==> src/hdl/bbc_pkg.sv <==
package bbc_pkg;

	localparam int BYTE_W  = 8;
	localparam int COUNT_W = 7;

	localparam logic [COUNT_W-1:0] COUNT_MAX = 7'd127;

	localparam logic [BYTE_W-1:0] CHAR_TERM         = 8'h00;
	localparam logic [BYTE_W-1:0] CHAR_OPEN_PAREN   = 8'h28;
	localparam logic [BYTE_W-1:0] CHAR_CLOSE_PAREN  = 8'h29;
	localparam logic [BYTE_W-1:0] CHAR_OPEN_SQUARE  = 8'h5B;
	localparam logic [BYTE_W-1:0] CHAR_CLOSE_SQUARE = 8'h5D;
	localparam logic [BYTE_W-1:0] CHAR_OPEN_CURLY   = 8'h7B;
	localparam logic [BYTE_W-1:0] CHAR_CLOSE_CURLY  = 8'h7D;

	localparam int KIND_W = 2;
	typedef logic [KIND_W-1:0] kind_t;

	localparam kind_t KIND_PAREN  = 2'd0;
	localparam kind_t KIND_SQUARE = 2'd1;
	localparam kind_t KIND_CURLY  = 2'd2;

	typedef enum logic [1:0] {
		OP_PUSH,
		OP_POP,
		OP_TERM
	} op_code_t;

	typedef struct packed {
		op_code_t code;
		kind_t    kind;
	} op_t;

	typedef struct packed {
		logic valid;
		op_t  op;
	} op_beat_t;

	localparam int QUEUE_DEPTH = 4;

endpackage

==> src/hdl/bbc_if.sv <==


interface bbc_result_if import bbc_pkg::*; ();
	logic               valid;
	logic               ready;
	logic               balanced;
	logic [COUNT_W-1:0] unclosed_count;

	modport source (output valid, output balanced, output unclosed_count, input ready);
	modport sink (input valid, input balanced, input unclosed_count, output ready);
endinterface

==> src/hdl/bbc_ram.sv <==
module bbc_ram #(
	parameter int WIDTH = 2,
	parameter int DEPTH = 64
) (
	input  logic                     clk,
	input  logic                     we,
	input  logic [$clog2(DEPTH)-1:0] waddr,
	input  logic [WIDTH-1:0]         wdata,
	input  logic [$clog2(DEPTH)-1:0] raddr,
	output logic [WIDTH-1:0]         rdata
);

	logic [WIDTH-1:0] mem [DEPTH];

	always_ff @(posedge clk) begin
		if (we) begin
			mem[waddr] <= wdata;
		end
		rdata <= mem[raddr];
	end

endmodule

==> src/hdl/bbc_back.sv <==
module bbc_back import bbc_pkg::*; #(
	parameter int STACK_DEPTH = 64
) (
	input  logic     clk,
	input  logic     arst_n,
	input  op_beat_t head,
	output logic     pop,
	bbc_result_if.source result
);

	localparam int AW  = $clog2(STACK_DEPTH);
	localparam int DW  = $clog2(STACK_DEPTH + 1);
	localparam int SW  = (DW > COUNT_W) ? DW : COUNT_W;

	logic [DW-1:0]      depth_q;
	logic [DW-1:0]      depth_nxt;
	logic [DW-1:0]      depth_m2;
	logic               err_q;
	logic               err_nxt;
	kind_t              top_q;
	kind_t              top_nxt;
	kind_t              rd_data;
	logic               we;
	logic               slot_free;
	logic [SW-1:0]      depth_wide;
	logic [COUNT_W-1:0] count_sat;
	logic               res_valid_q;
	logic               balanced_q;
	logic [COUNT_W-1:0] count_q;

	assign slot_free = !res_valid_q || result.ready;
	assign pop       = head.valid && (head.op.code != OP_TERM || slot_free);

	always_comb begin
		depth_nxt = depth_q;
		err_nxt   = err_q;
		top_nxt   = top_q;
		we        = 1'b0;
		if (pop) begin
			unique case (head.op.code)
				OP_PUSH: begin
					if (depth_q == DW'(STACK_DEPTH)) begin
						err_nxt = 1'b1;
					end else begin
						we        = 1'b1;
						depth_nxt = depth_q + DW'(1);
						top_nxt   = head.op.kind;
					end
				end
				OP_POP: begin
					if (depth_q == '0 || top_q != head.op.kind) begin
						err_nxt = 1'b1;
					end else begin
						depth_nxt = depth_q - DW'(1);
						top_nxt   = rd_data;
					end
				end
				OP_TERM: begin
					depth_nxt = '0;
					err_nxt   = 1'b0;
				end
				default: begin
				end
			endcase
		end
	end

	// The read port always fetches the entry just below the next top, so a pop
	// in the following cycle finds it ready in rd_data.
	assign depth_m2 = depth_nxt - DW'(2);

	bbc_ram #(
		.WIDTH (KIND_W),
		.DEPTH (STACK_DEPTH)
	) u_stack (
		.clk   (clk),
		.we    (we),
		.waddr (depth_q[AW-1:0]),
		.wdata (head.op.kind),
		.raddr (depth_m2[AW-1:0]),
		.rdata (rd_data)
	);

	assign depth_wide = SW'(depth_q);
	assign count_sat  = (depth_wide > SW'(COUNT_MAX)) ? COUNT_MAX : depth_wide[COUNT_W-1:0];

	always_ff @(posedge clk or negedge arst_n) begin
		if (!arst_n) begin
			depth_q     <= '0;
			err_q       <= 1'b0;
			res_valid_q <= 1'b0;
		end else begin
			depth_q <= depth_nxt;
			err_q   <= err_nxt;
			if (pop && head.op.code == OP_TERM) begin
				res_valid_q <= 1'b1;
			end else if (result.ready) begin
				res_valid_q <= 1'b0;
			end
		end
	end

	always_ff @(posedge clk) begin
		top_q <= top_nxt;
		if (pop && head.op.code == OP_TERM) begin
			balanced_q <= (depth_q == '0) && !err_q;
			count_q    <= count_sat;
		end
	end

	assign result.valid          = res_valid_q;
	assign result.balanced       = balanced_q;
	assign result.unclosed_count = count_q;

	a_overflow_flags: assert property (@(posedge clk) disable iff (!arst_n)
		pop && head.op.code == OP_PUSH && depth_q == DW'(STACK_DEPTH) |=> err_q)
		else $error("Push on a full stack did not set the error flag.");

	a_term_clears: assert property (@(posedge clk) disable iff (!arst_n)
		pop && head.op.code == OP_TERM |=> depth_q == '0 && !err_q && res_valid_q)
		else $error("Terminator did not clear the stack state and post a result.");

	a_match_pops: assert property (@(posedge clk) disable iff (!arst_n)
		pop && head.op.code == OP_POP && depth_q != '0 && top_q == head.op.kind
		|=> depth_q == $past(depth_q) - DW'(1))
		else $error("Matching closer did not pop the stack.");

	a_term_waits: assert property (@(posedge clk) disable iff (!arst_n)
		head.valid && head.op.code == OP_TERM && res_valid_q && !result.ready |-> !pop)
		else $error("Terminator executed while the result register was still occupied.");

endmodule

==> src/flat_wrapper.sv <==
// flat-port wrapper written by rule: the top's interface ports become plain ports
module bbc_back_flat import bbc_pkg::*;
#(
	parameter int STACK_DEPTH = 64
)
  (clk, arst_n, head, pop, result_valid, result_balanced, result_unclosed_count, result_ready);
  bbc_result_if result_i ();
  input  logic clk;
  input  logic arst_n;
  input  op_beat_t head;
  output logic pop;
  output wire logic [$bits(result_i.valid)-1:0] result_valid;
  output wire logic [$bits(result_i.balanced)-1:0] result_balanced;
  output wire logic [$bits(result_i.unclosed_count)-1:0] result_unclosed_count;
  input wire logic [$bits(result_i.ready)-1:0] result_ready;
  assign result_valid = result_i.valid;
  assign result_balanced = result_i.balanced;
  assign result_unclosed_count = result_i.unclosed_count;
  assign result_i.ready = result_ready;
  bbc_back #(.STACK_DEPTH(STACK_DEPTH)) u_core (.clk(clk), .arst_n(arst_n), .head(head), .pop(pop), .result(result_i));
endmodule
==> config.mk <==
export PLATFORM = sky130hd
export DESIGN_NAME = bbc_back_flat
export DESIGN_NICKNAME = d
export VERILOG_FILES = /design/src/hdl/bbc_pkg.sv /design/src/hdl/bbc_if.sv /design/src/hdl/bbc_ram.sv /design/src/hdl/bbc_back.sv /design/src/flat_wrapper.sv
export SDC_FILE = /design/constraint.sdc
export NUM_CORES = 1
export LEC_CHECK = 0
export BUFFER_PORTS_ARGS = -buffer_cell sky130_fd_sc_hd__buf_2
export CAP_MARGIN = 30
export CORE_ASPECT_RATIO = 2
export CORE_MARGIN = 8
export CORE_UTILIZATION = 30
export DETAILED_ROUTE_END_ITERATION = 10
export GPL_ROUTABILITY_DRIVEN = 0
export MAX_ROUTING_LAYER = met4
export PLACE_DENSITY_LB_ADDON = 0.25
export SKIP_CTS_REPAIR_TIMING = 1
export SYNTH_ARGS = -nofsm -noshare
export SYNTH_HDL_FRONTEND = slang
export SYNTH_SLANG_ARGS = --single-unit
==> constraint.sdc <==
create_clock -name clk -period 12.09 [get_ports clk]
set_input_delay 3.0225 -clock clk [delete_from_list [all_inputs] [get_ports clk]]
set_output_delay 3.0225 -clock clk [all_outputs]
set_load 0.01 [all_outputs]
==> summary.txt <==
Layout cell share with drive strength beyond 1 -> 11.5%
CTS sink count -> 149
Vias in the first global route -> 5116
FP Rows -> 78
TritonCTS Buffers -> 17
Hpwl dp -> 13500 µm
Total net switching power -> 0.608 mW
Largest net degree at the start of global routing -> 67
Most used DFF post-synth -> edfxtp_1
Pwr Density -> 214 nW/µm²
RSZ-0062 raised after global routing -> false
# setup viols final -> 0
Worst-Margin Slew -> 1.02 ns
Maximum vdd drop -> 140 µV
Syn Inst Count -> 592
Share of power burned in registers -> 36.8%
Outcome -> completed
Clk Latency, worst-skew pair -> 0.43 ns
Antenna diodes -> 0
Die H -> 230 µm
WHS -> 0.505 ns
YS warnings -> 0
Synth area leaders -> edfxtp_1 (60%), nand3_1 (6.4%), nor2_1 (3.7%), nand2_1 (3.4%), dfrtp_1 (3.3%)
Cell internal pwr -> 1.04 mW
Full die area -> 28300 µm²
Asr flop ratio synth -> 6.04%
Worst path slowest cell -> nand2_2
Setup crit end kind -> flop
Nets -> 601
Startpoint Class -> input pin
Path category of the worst min-delay check -> reg2reg
Worst-path clk slew -> 0.06 ns
Mapped Avg Cell Area -> 11.6 µm²
Post-Syn Area -> 6870 µm²
Post-synth EDFFs -> 138
CP Max Fanout -> 66
Aggregate global routing overflow -> 0
Max Slew Vio Count -> 0
Relative slew slack -> 31.5%
Worst Path Required -> 12.41 ns
GRT Overall Usage -> 15.0%
Leak Pwr -> 2.54 nW
WP buf/inv -> 4
CTS tree -> built
Drt drc -> 0
MaxCap Viol Count -> 0
First-pass GRT wire length -> 30200 µm
Post-synth cell types -> 64
DRT Pass-1 Iters -> 5
Fill count -> 2278
Commonest cells post-synth -> edfxtp_1 (138), nand3_1 (88), nor2_1 (67)
PortBufs -> 17
Die width -> 123 µm
Post-Syn Nets -> 603
Final period util -> 69.2%
Most frequent cell after synthesis -> edfxtp_1
Fmax achieved -> 120 MHz
Setup TNS -> 0 ns
Total Wirelength -> 19700 µm
CP peak stage delay -> 0.81 ns
Initial DRC count -> 334
Routed len/inst -> 22.3 µm
Top cell family by delay on the critical path -> simple AND/OR/NAND/NOR gates
Switching share of power -> 36.9%
Clock power share -> 28.8%
Final Skew -> 0.00765 ns
Initial Utilization -> 30.3%
Logic pwr share -> 34.4%
Worst path most repeated cell -> buf_4
Top cell type's share of synthesized area -> 60.3%
CTS root buf -> clkbuf_16
Final min period -> 8.36 ns
Clock Path Buffers -> 2
Area leader, netlist -> edfxtp_1
Core box area -> 22600 µm²
Detailed-route via count -> 4802
Critical-path cell list -> buf_2, buf_4, xnor2_1, o211ai_2, nor3_1, o21ai_4, nand2_2, inv_2, ha_1, or4_1, mux2i_1, buf_4, a32o_1, or4_4, a41oi_2, a31o_1
Fin. Hold Viols -> 0
Syn-to-layout area delta -> 12.1%
H-tree levels -> 4
Drt via density -> 5.44
Initial antenna violation count -> 0
WS Path Type -> in2reg
Register area share after synthesis -> 64.2%
CP Data Arrival Time -> 8.69 ns
IO Count -> 18
Register bit count reported by yosys -> 149
Antenna Nets Post-Route -> 0
[flip-flops by register name, summed over array words and instances, names as in the netlist]
name and count:
u_core.err_q 1, u_core.depth_q 7, u_core.top_q 2, u_core.u_stack.mem 128
u_core.result.unclosed_count 7, u_core.u_stack.rdata 2, u_core.result.valid 1, u_core.result.balanced 1
[worst reg2reg max path, delay by kind of cell (launching register included)]
family          cells  cell delay, ns
flops               1            0.60
compound gates      5            1.02
fa+ha+maj           2            0.76
buf+inv             3            1.13
simple gates        5            2.25
mux                 1            0.69
[final timing paths]
| check | start | endpoint | slack, ns | cells after the start |
|---|---|---|---|---|
| worst min-delay path | u_core.u_stack.rdata[0]$_DFF_P_ | u_core.top_q[0]$_DFFE_PP_ | 0.51 | 2 |
| worst max register to register | u_core.depth_q[0]$_DFF_PN0_ | u_core.u_stack.rdata[1]$_DFF_P_ | 5.53 | 16 |
| worst min register to register | u_core.u_stack.rdata[0]$_DFF_P_ | u_core.top_q[0]$_DFFE_PP_ | 0.51 | 2 |
| worst max-delay path | head[1] | u_core.u_stack.rdata[1]$_DFF_P_ | 3.73 | 16 |
| min in group asynchronous | arst_n | u_core.depth_q[3]$_DFF_PN0_ | 2.46 | 1 |
| max in group asynchronous | arst_n | u_core.depth_q[2]$_DFF_PN0_ | 9.41 | 1 |
[final cells by class]
cell class,count,area [µm²],share of cell area (%)
Inverter,8,35.0,0.455
Timing Repair Buffer,25,149,1.93
Clock buffer,19,433,5.62
Multi-Input combinational cell,389,2230,29.0
Clock inverter,12,90.1,1.17
Tap cell,280,350,4.55
Sequential cell,149,4410,57.3
[layer usage]
metal  up-vias  global-route usage, %  routed length (µm)
li1       2198                      -                   -
met1      2378                   14.0                6630
met2       167                   26.8               11100
met3        59                   3.04                 822
met4         0                   10.1                1110
met5         -                      -                   0
[cell usage in the layout, fill, tap and decap left out, types with 3 or more instances in the layout]
| cell type | count |
|---|---|
| a21oi_1 | 7 |
| a32oi_1 | 10 |
| and3_1 | 8 |
| buf_2 | 17 |
| buf_4 | 7 |
| clkbuf_16 | 17 |
| clkinv_1 | 6 |
| clkinv_2 | 3 |
| clkinvlp_4 | 4 |
| dfrtp_1 | 9 |
| edfxtp_1 | 138 |
| ha_1 | 3 |
| inv_1 | 4 |
| mux2i_1 | 18 |
| nand2_1 | 62 |
| nand3_1 | 88 |
| nand4_1 | 15 |
| nor2_1 | 67 |
| nor2b_1 | 6 |
| nor3_1 | 8 |
| o211ai_1 | 3 |
| o21a_1 | 3 |
| o21ai_0 | 36 |
| or3_1 | 5 |
| xnor2_1 | 3 |
[logic make-up after synthesis]
logic type / after synthesis / share of synthesized area, %
flops: 149 / 64.2
simple gates: 275 / 19.0
fa+ha+maj: 3 / 0.546
compound gates: 85 / 8.81
buf+inv: 54 / 3.35
xor+xnor: 5 / 0.638
mux: 21 / 3.48
[power groups by stage]
stage / sequential (mW) / combinational, mW / clock [mW]
floorplan: 0.598 / 0.404 / 0
global placement: 0.617 / 0.552 / 0
detailed placement: 0.617 / 0.564 / 0
CTS: 0.606 / 0.566 / 0.482
global route: 0.608 / 0.614 / 0.501
finish: 0.607 / 0.566 / 0.474
[metrics by stage]
step           instances  area (µm²)  utilization, %  power (mW)  setup WS (ns)
6_report             882        7700            34.0        1.65           3.73
5_1_grt              882        7700            34.0        1.72           3.29
4_1_cts              882        7700            34.0        1.65           3.71
3_5_place_dp         851        7180            31.7        1.18           3.25
3_3_place_gp         850        7170            31.7        1.17           3.30
2_1_floorplan        592        6870               -        1.00           5.44
(Power assumes the default switching activity.)
